## config.mk

```make
export PLATFORM = sky130hd
export DESIGN_NAME = packet_rule_table_classifier_core
export DESIGN_NICKNAME = d
export VERILOG_FILES = /design/src/design/prtc_pkg.sv /design/src/design/prtc_ram.sv /design/src/design/prtc_rule_eval.sv /design/src/design/packet_rule_table_classifier_core.sv
export SDC_FILE = /design/constraint.sdc
export NUM_CORES = 2
export LEC_CHECK = 0
export BUFFER_PORTS_ARGS = -buffer_cell sky130_fd_sc_hd__buf_2
export CORE_UTILIZATION = 24
export CTS_CLUSTER_SIZE = 20
export DETAILED_ROUTE_END_ITERATION = 8
export SLEW_MARGIN = 0
export SYNTH_ARGS = -nofsm -noshare
export SYNTH_HDL_FRONTEND = slang
export SYNTH_SLANG_ARGS = --single-unit
```

## constraint.sdc

```tcl
create_clock -name clock -period 14 [get_ports clock]
set_input_delay 0.7 -clock clock [delete_from_list [all_inputs] [get_ports clock]]
set_output_delay 0.7 -clock clock [all_outputs]
set_load 0.03 [all_outputs]
```

## src/design/prtc_pkg.sv

```systemverilog
`default_nettype none
// ----------------------------------------------------------------------------
// prtc_pkg
// Shared types and codes for the packet rule table classifier.
// ----------------------------------------------------------------------------
package prtc_pkg;

   localparam int unsigned PRTC_MAX_RULES = 16;

   localparam logic [7:0] PROTO_ICMP = 8'd1;
   localparam logic [7:0] PROTO_TCP  = 8'd6;
   localparam logic [7:0] PROTO_UDP  = 8'd17;

   typedef enum logic [2:0] {
      MODE_ADD    = 3'd0,
      MODE_DELETE = 3'd1,
      MODE_MATCH  = 3'd2,
      MODE_BLACK  = 3'd3,
      MODE_WHITE  = 3'd4
   } mode_type;

   typedef enum logic [1:0] {
      STATUS_OK        = 2'd0,
      STATUS_FULL      = 2'd1,
      STATUS_BAD_INDEX = 2'd2
   } status_type;

   // One stored rule; a zero field matches anything.
   typedef struct packed {
      logic [31:0] src_addr;
      logic [31:0] dst_addr;
      logic [7:0]  proto;
      logic [15:0] source_port;
      logic [15:0] dest_port;
      logic        verdict;
   } rule_type;

   // Header fields of the packet being classified.
   typedef struct packed {
      logic [31:0] src_addr;
      logic [31:0] dst_addr;
      logic [7:0]  proto;
      logic [15:0] source_port;
      logic [15:0] dest_port;
   } pkt_type;

   typedef struct packed {
      logic verdict;
      logic stop;
   } eval_type;

endpackage
`default_nettype wire

```

## src/design/prtc_ram.sv

```systemverilog
`default_nettype none
// ----------------------------------------------------------------------------
// prtc_ram
// Generic single-write, single-read RAM with a registered read port.
// ----------------------------------------------------------------------------
module prtc_ram #(
   parameter int unsigned WIDTH = 8,
   parameter int unsigned DEPTH = 16
) (
   input  wire logic                                      clock,
   input  wire logic                                      wr_en,
   input  wire logic [(DEPTH > 1 ? $clog2(DEPTH) : 1)-1:0] wr_addr,
   input  wire logic [WIDTH-1:0]                          wr_data,
   input  wire logic [(DEPTH > 1 ? $clog2(DEPTH) : 1)-1:0] rd_addr,
   output logic      [WIDTH-1:0]                          rd_data
);

   logic [WIDTH-1:0] mem_ff [DEPTH];

   always_ff @(posedge clock) begin
      if (wr_en) begin
         mem_ff[wr_addr] <= wr_data;
      end
      rd_data <= mem_ff[rd_addr];
   end

endmodule
`default_nettype wire

```

## src/design/prtc_rule_eval.sv

```systemverilog
`default_nettype none
// ----------------------------------------------------------------------------
// prtc_rule_eval
// Compare unit: tests one rule against the packet under the active policy
// and gives the updated verdict and whether the scan ends here.
// ----------------------------------------------------------------------------
module prtc_rule_eval
   import prtc_pkg::*;
(
   input  wire rule_type   rule,
   input  wire pkt_type    pkt,
   input  wire logic [2:0] mode,
   input  wire logic       verdict_cur,
   output eval_type        result
);

   logic addr_hit;
   logic port_hit;
   logic proto_hit;
   logic is_port_proto;

   assign addr_hit = (rule.src_addr == 32'd0 || rule.src_addr == pkt.src_addr) &&
                     (rule.dst_addr == 32'd0 || rule.dst_addr == pkt.dst_addr);
   assign port_hit = (rule.source_port == 16'd0 || rule.source_port == pkt.source_port) &&
                     (rule.dest_port == 16'd0 || rule.dest_port == pkt.dest_port);
   assign proto_hit = (rule.proto == 8'd0 || rule.proto == pkt.proto);
   assign is_port_proto = (rule.proto == PROTO_TCP || rule.proto == PROTO_UDP);

   always_comb begin
      result.verdict = verdict_cur;
      result.stop    = 1'b0;
      unique case (mode)
         MODE_MATCH: begin
            if (addr_hit && proto_hit) begin
               result.verdict = rule.verdict;
               result.stop    = 1'b1;
            end
         end
         MODE_BLACK: begin
            if (addr_hit) begin
               // A wildcard protocol rule sets the verdict but lets later rules override.
               priority if (rule.proto == 8'd0) begin
                  result.verdict = rule.verdict;
               end else if (rule.proto == PROTO_ICMP) begin
                  result.verdict = rule.verdict;
                  result.stop    = 1'b1;
               end else if (is_port_proto) begin
                  if (port_hit) begin
                     result.verdict = rule.verdict;
                  end
                  result.stop = 1'b1;
               end else begin
                  result.verdict = 1'b0;
                  result.stop    = 1'b1;
               end
            end
         end
         MODE_WHITE: begin
            if (addr_hit) begin
               if (rule.proto == 8'd0 || rule.proto == PROTO_ICMP) begin
                  result.verdict = rule.verdict;
               end else if (is_port_proto && port_hit) begin
                  result.verdict = rule.verdict;
               end
            end
            result.stop = result.verdict;
         end
         default: begin
            result.stop = 1'b1;
         end
      endcase
   end

endmodule
`default_nettype wire

```

## src/design/packet_rule_table_classifier_core.sv

```systemverilog
`default_nettype none
// ----------------------------------------------------------------------------
// packet_rule_table_classifier_core
// Ordered rule table with add, delete and three classification policies.
// ----------------------------------------------------------------------------
//
//  Channel   Handshake           Ports
//  request   start & !busy       req_mode, req_src_ip .. req_rule_index
//  response  rsp_valid (1 cycle) rsp_verdict, rsp_status, rsp_rules_held
//
// Rules are kept in one RAM in arrival order, so the front of the table is
// the highest occupied address. Add and rejected items answer in the cycle
// after acceptance. A classify item reads one rule per cycle from the RAM,
// front first, and answers once a rule ends the scan or the last rule is read.
// A delete item moves the rules in front of the deleted one down one RAM
// entry per cycle and answers once the last of them has moved. Synchronous
// reset empties the table at once. The response is a one-cycle strobe and
// cannot be stalled.
//
module packet_rule_table_classifier_core
   import prtc_pkg::*;
#(
   parameter int unsigned MAX_RULES = PRTC_MAX_RULES
) (
   input  wire logic        clock,
   input  wire logic        reset,
   input  wire logic        start,
   output logic             busy,
   input  wire logic [2:0]  req_mode,
   input  wire logic [31:0] req_src_ip,
   input  wire logic [31:0] req_dst_ip,
   input  wire logic [7:0]  req_protocol,
   input  wire logic [15:0] req_source_port,
   input  wire logic [15:0] req_dest_port,
   input  wire logic        req_rule_action,
   input  wire logic [4:0]  req_rule_index,
   output logic             rsp_valid,
   output logic             rsp_verdict,
   output logic [1:0]       rsp_status,
   output logic [4:0]       rsp_rules_held
);

   localparam int unsigned CNT_W  = $clog2(MAX_RULES + 1);
   localparam int unsigned ADDR_W = (MAX_RULES > 1) ? $clog2(MAX_RULES) : 1;
   localparam int unsigned CMP_W  = (CNT_W > 5) ? CNT_W : 5;

   typedef enum logic [1:0] {
      ST_IDLE,
      ST_SCAN,
      ST_SHIFT
   } state_type;

   state_type         state_ff, state_in;
   logic [CNT_W-1:0]  count_ff, count_in;
   logic [2:0]        mode_ff, mode_in;
   pkt_type           pkt_ff, pkt_in;
   logic [ADDR_W-1:0] scan_ptr_ff, scan_ptr_in;
   logic [ADDR_W-1:0] wr_ptr_ff, wr_ptr_in;
   logic              verdict_ff, verdict_in;
   logic              rsp_valid_ff, rsp_valid_in;
   logic              rsp_verdict_ff, rsp_verdict_in;
   logic [1:0]        rsp_status_ff, rsp_status_in;
   logic [4:0]        rsp_held_ff, rsp_held_in;

   logic              ram_we;
   logic [ADDR_W-1:0] ram_wr_addr;
   rule_type          ram_wr_data;
   logic [ADDR_W-1:0] ram_rd_addr;
   rule_type          ram_rd_data;

   rule_type          new_rule;
   logic [ADDR_W-1:0] last_addr;
   logic [ADDR_W-1:0] del_addr;
   logic              table_full;
   logic              bad_index;
   logic              default_verdict;
   eval_type          eval;

   prtc_ram #(
      .WIDTH ($bits(rule_type)),
      .DEPTH (MAX_RULES)
   ) u_rule_ram (
      .clock   (clock),
      .wr_en   (ram_we),
      .wr_addr (ram_wr_addr),
      .wr_data (ram_wr_data),
      .rd_addr (ram_rd_addr),
      .rd_data (ram_rd_data)
   );

   prtc_rule_eval u_rule_eval (
      .rule        (ram_rd_data),
      .pkt         (pkt_ff),
      .mode        (mode_ff),
      .verdict_cur (verdict_ff),
      .result      (eval)
   );

   assign new_rule = '{
      src_addr:    req_src_ip,
      dst_addr:    req_dst_ip,
      proto:       req_protocol,
      source_port: req_source_port,
      dest_port:   req_dest_port,
      verdict:     req_rule_action
   };

   assign last_addr  = ADDR_W'(count_ff - CNT_W'(1));
   // Rule number n counts from the front, which is address count - n.
   assign del_addr   = ADDR_W'(CMP_W'(count_ff) - CMP_W'(req_rule_index));
   assign table_full = (count_ff == CNT_W'(MAX_RULES));
   assign bad_index  = (req_rule_index == 5'd0) ||
                       (CMP_W'(req_rule_index) > CMP_W'(count_ff));
   assign default_verdict = (req_mode != MODE_WHITE);

   always_comb begin
      state_in       = state_ff;
      count_in       = count_ff;
      mode_in        = mode_ff;
      pkt_in         = pkt_ff;
      scan_ptr_in    = scan_ptr_ff;
      wr_ptr_in      = wr_ptr_ff;
      verdict_in     = verdict_ff;
      rsp_valid_in   = 1'b0;
      rsp_verdict_in = rsp_verdict_ff;
      rsp_status_in  = rsp_status_ff;
      rsp_held_in    = rsp_held_ff;
      ram_we         = 1'b0;
      ram_wr_addr    = ADDR_W'(count_ff);
      ram_wr_data    = new_rule;
      ram_rd_addr    = last_addr;

      unique case (state_ff)
         ST_IDLE: begin
            if (req_mode == MODE_DELETE) begin
               ram_rd_addr = ADDR_W'(del_addr + ADDR_W'(1));
            end
            if (start) begin
               mode_in = req_mode;
               pkt_in  = '{
                  src_addr:    req_src_ip,
                  dst_addr:    req_dst_ip,
                  proto:       req_protocol,
                  source_port: req_source_port,
                  dest_port:   req_dest_port
               };
               unique case (req_mode)
                  MODE_ADD: begin
                     rsp_valid_in   = 1'b1;
                     rsp_verdict_in = 1'b0;
                     if (table_full) begin
                        rsp_status_in = STATUS_FULL;
                        rsp_held_in   = 5'(count_ff);
                     end else begin
                        ram_we        = 1'b1;
                        count_in      = count_ff + CNT_W'(1);
                        rsp_status_in = STATUS_OK;
                        rsp_held_in   = 5'(count_ff + CNT_W'(1));
                     end
                  end
                  MODE_DELETE: begin
                     if (bad_index) begin
                        rsp_valid_in   = 1'b1;
                        rsp_verdict_in = 1'b0;
                        rsp_status_in  = STATUS_BAD_INDEX;
                        rsp_held_in    = 5'(count_ff);
                     end else if (del_addr == last_addr) begin
                        // The front rule goes: nothing in front of it to move.
                        count_in       = count_ff - CNT_W'(1);
                        rsp_valid_in   = 1'b1;
                        rsp_verdict_in = 1'b0;
                        rsp_status_in  = STATUS_OK;
                        rsp_held_in    = 5'(count_ff - CNT_W'(1));
                     end else begin
                        wr_ptr_in = del_addr;
                        state_in  = ST_SHIFT;
                     end
                  end
                  MODE_MATCH, MODE_BLACK, MODE_WHITE: begin
                     if (count_ff == CNT_W'(0)) begin
                        rsp_valid_in   = 1'b1;
                        rsp_verdict_in = default_verdict;
                        rsp_status_in  = STATUS_OK;
                        rsp_held_in    = 5'(count_ff);
                     end else begin
                        verdict_in  = default_verdict;
                        scan_ptr_in = last_addr;
                        state_in    = ST_SCAN;
                     end
                  end
                  default: begin
                     rsp_valid_in   = 1'b1;
                     rsp_verdict_in = 1'b0;
                     rsp_status_in  = STATUS_OK;
                     rsp_held_in    = 5'(count_ff);
                  end
               endcase
            end
         end
         ST_SHIFT: begin
            // Read data holds the entry one above the write pointer.
            ram_we      = 1'b1;
            ram_wr_addr = wr_ptr_ff;
            ram_wr_data = ram_rd_data;
            ram_rd_addr = ADDR_W'(wr_ptr_ff + ADDR_W'(2));
            if (ADDR_W'(wr_ptr_ff + ADDR_W'(1)) == last_addr) begin
               count_in       = count_ff - CNT_W'(1);
               rsp_valid_in   = 1'b1;
               rsp_verdict_in = 1'b0;
               rsp_status_in  = STATUS_OK;
               rsp_held_in    = 5'(count_ff - CNT_W'(1));
               state_in       = ST_IDLE;
            end else begin
               wr_ptr_in = ADDR_W'(wr_ptr_ff + ADDR_W'(1));
            end
         end
         ST_SCAN: begin
            ram_rd_addr = ADDR_W'(scan_ptr_ff - ADDR_W'(1));
            if (eval.stop || scan_ptr_ff == ADDR_W'(0)) begin
               rsp_valid_in   = 1'b1;
               rsp_verdict_in = eval.verdict;
               rsp_status_in  = STATUS_OK;
               rsp_held_in    = 5'(count_ff);
               state_in       = ST_IDLE;
            end else begin
               scan_ptr_in = ADDR_W'(scan_ptr_ff - ADDR_W'(1));
               verdict_in  = eval.verdict;
            end
         end
         default: begin
            state_in = ST_IDLE;
         end
      endcase
   end

   always_ff @(posedge clock) begin
      if (reset) begin
         state_ff     <= ST_IDLE;
         count_ff     <= '0;
         rsp_valid_ff <= 1'b0;
      end else begin
         state_ff     <= state_in;
         count_ff     <= count_in;
         rsp_valid_ff <= rsp_valid_in;
      end
      mode_ff        <= mode_in;
      pkt_ff         <= pkt_in;
      scan_ptr_ff    <= scan_ptr_in;
      wr_ptr_ff      <= wr_ptr_in;
      verdict_ff     <= verdict_in;
      rsp_verdict_ff <= rsp_verdict_in;
      rsp_status_ff  <= rsp_status_in;
      rsp_held_ff    <= rsp_held_in;
   end

   assign busy           = (state_ff != ST_IDLE);
   assign rsp_valid      = rsp_valid_ff;
   assign rsp_verdict    = rsp_verdict_ff;
   assign rsp_status     = rsp_status_ff;
   assign rsp_rules_held = rsp_held_ff;

endmodule
`default_nettype wire
```

==> results by group <==
Status
  – Status: finished, final reports clean

Synthesis
  – Syn_nets: around 5700
  – Avg Inst Size Synth: about 14 µm²
  – Ys flop type: edfxtp_1
  – Cells after Synth: approximately 5600
  – Synthesis warning total: 0
  – Ys async rst share: 0
  – Post-synth cell types: roughly 70
  – Yosys reg bits: approximately 1900
  – Post-Synthesis Cell Area: 76600 µm²
  – Sequential share of the synthesized area: 0.737
  – EDFF count, synth: around 1800

Final layout
  – Filler Cell Count: approximately 32000
  – Share of layout cells above drive strength 1: 0.104
  – Design area: ~88000 µm²
  – Commonest non-fill, non-tap cell in the layout: edfxtp_1
  – Commonest non-fill, non-tap cells in the layout: 1804 x edfxtp_1, 1502 x nand2_1, 222 x nand3_1
  – Syn-to-layout area delta: 15.0%
  – Non-filler instance count after layout: roughly 10000
  – Final nets: around 5700

Setup path
  – Crit-path cells: inv_1 > ha_1 > inv_1 > fa_1 > ha_1 > xnor2_1 > o31ai_2 > a221oi_4 > buf_12 > buf_4 > buf_4 > a211oi_1 > a311oi_1 > nor3_1 > a31oi_1
  – Startpoint types: flip-flop
  – Max Fanout on Critical Path: roughly 210
  – Reg2reg start: count_ff[0]
  – Setup crit end kind: flip-flop
  – Req. time, crit path: approximately 15 ns
  – Largest stage delay on the critical path: between 0.9 and 1 ns
  – CP Buf/Inv Count: 5
  – CP arrival: 7.22 ns
  – FF-to-FF setup slack: 7.54 ns
  – Crit-path slowest cell: buf_4
  – Cell depth of the worst flop-to-flop path: 15
  – RR Endpoint: u_rule_ram.rd_data[84]
  – CP Class: flip-flop to flip-flop
  – CP delay by family, top: buffers and inverters

GRT
  – Largest net degree at the start of global routing: approximately 210
  – Grt total ovfl: 0
  – Initial antenna violation count: 39
  – First-pass GRT wire length: between 200 and 300 mm
  – GRT Total Usage: 0.123
  – Vias in the first global route: roughly 44000

Pwr
  – Leak: about 28 nW
  – VDD IR-drop max: 0.115 mV
  – Tot Pwr: 0.0132 W
  – Power per cell area: around 150 nW/µm²

CTS
  – Clock sink count: around 1900
  – Clock root buffer: clkbuf_16
  – CTS tree: yes
  – Clock buffer depth: 3
  – H-tree depth: 4
  – Setup Fix Bufs, Post-CTS: 0
  – Clk_lat worst skew: around 0.84 ns
  – TritonCTS Buffers: between 150 and 200
  – Clock Pin Slew Worst Setup and Hold Paths: 0.07 ns
  – Post-CTS sizing: 0

Drt
  – Post-route ant nets: 0
  – Routed vias/inst: ~4.6
  – DRT Pass-1 Iters: 5
  – Wire per inst: slightly above 20 µm
  – DRC Markers: 0
  – Routed via count: roughly 46000
  – Final wirelength: ~200 mm
  – Iter 0 DRT Violations: 4880

Min path
  – Hold path depth: 1
  – Worst hold start: req_dest_port[11]
  – Worst min-delay path category: input pin to flip-flop
  – WHS Endpoint: pkt_ff[11]

Placement
  – Cell Area, Placed: 81700 µm²
  – HPWL after DPL: between 90 and 100 mm
  – PortBufs: between 100 and 150
  – Final GP Congestion: 0.781
  – Inst Count DP: approximately 9600

Run
  – Max_cap viols: 0

STA
  – Clk_skew: about 0.053 ns
  – Fmax: 155 MHz
  – Endpoints failing hold: 0
  – Final critical-path required period: 6.46 ns
  – Final Setup Violations: 0
  – RSZ-0062 raised after global routing: false
  – Max-slew violation count: 0
  – Period utilization: 0.461
  – Setup tns final: 0 ns
  – Actual slew at the worst max-slew pin: 1.33 ns
  – Relative slew slack: 0.116

Floorplanning
  – Die W: about 570 µm
  – Io pins: 126
  – Die H: 567 µm
  – Core footprint: approximately 320000 µm²
  – Starting Density: 0.241
  – Cell Rows: approximately 210
  – Die ar.: 321000 µm²
==> through the flow <==
step	hold WS, ns	util	worst slack (ns)
after detailed placement	0.613	0.257	7.53
after global placement	0.575	0.257	7.79
after floorplan	0.506	-	5.26
after CTS	0.000440	0.277	7.53
after global routing	0.0260	0.277	7.06
final	0.0600	0.277	7.54
==> worst max-delay path by stage <==
stage | to | cells after the start | start | slack, ns
floorplan | u_rule_ram.mem_ff[2][0] | 8 | state_ff[0] | 5.26
global placement | u_rule_ram.rd_data[80] | 15 | count_ff[0] | 7.79
detailed placement | u_rule_ram.rd_data[80] | 15 | count_ff[0] | 7.53
CTS | u_rule_ram.rd_data[80] | 15 | count_ff[0] | 7.53
global route | u_rule_ram.rd_data[87] | 15 | count_ff[0] | 7.06
finish | u_rule_ram.rd_data[84] | 15 | count_ff[0] | 7.54
==> power breakdown <==
group	internal [W]	switching [W]	total (W)
registers	0.00649	0.000197	0.00668
clock network	0.00287	0.00219	0.00505
logic	0.000470	0.00103	0.00150
==> worst reg2reg max path: cells and delay by family (launching register included) <==
| family | cells | cell delay (ns) |
|---|---|---|
| adders and majority gates | 3 | 0.99 |
| xor gates and xnor gates | 1 | 0.25 |
| DFF | 1 | 0.81 |
| buffers and inverters | 5 | 2.98 |
| AOI/OAI and AO/OA | 5 | 1.26 |
| and+or+nand+nor | 1 | 0.10 |
==> flip-flops by register name, indices dropped and copies added, names as in the netlist, 2 cells and up <==
name / cells
mode_ff: 3
pkt_ff: 104
count_ff: 5
rsp_status: 2
rsp_rules_held: 5
state_ff: 2
wr_ptr_ff: 4
u_rule_ram.rd_data: 105
u_rule_ram.mem_ff: 1680
scan_ptr_ff: 4
==> synthesized netlist by cell type (all sizes together), types with 113 or more instances <==
cell       n  area share
nand3    222       0.015
a31oi    113      0.0092
edfxtp  1804        0.71
dfxtp    113       0.030
nor3     117      0.0079
a311oi   211       0.024
nand2   1504       0.074
clkbuf   255       0.013
o211ai   213       0.021
and2     213       0.017
a211oi   213       0.021
buf      121      0.0079
==> repair_timing <==
item                       CTS  global route
hold endpoints to repair    10             0
hold buffers                10             0
setup endpoints to repair    0             0
==> layout make-up <==
type,count,area (µm²),share of cell area
timing repair buffer,196,1400,0.0159
tap,4180,5230,0.0594
sequential,1917,56400,0.641
clock inverter,94,1190,0.0135
multi-input combinational,3291,18700,0.212
antenna,13,32.5,0.000369
inverter,23,91.3,0.00104
clock buffer,251,5030,0.0571
==> metal layers <==
layer	vias to the layer above	GRT usage	routed length [µm]
li1	21000	-	-
met1	23400	0.166	89600
met2	1577	0.203	97100
met3	341	0.0187	12200
met4	6	0.0385	5720
met5	-	0	36
==> cells by family after synthesis <==
kind of cell	count (synthesis)	synth area share
buf+inv	399	0.0216
flops	1917	0.737
compound gates	842	0.0836
mux	113	0.0166
simple gates	2192	0.123
xor+xnor	125	0.0148
fa+ha+maj	19	0.00320
Power figures use the tool's default switching activity.
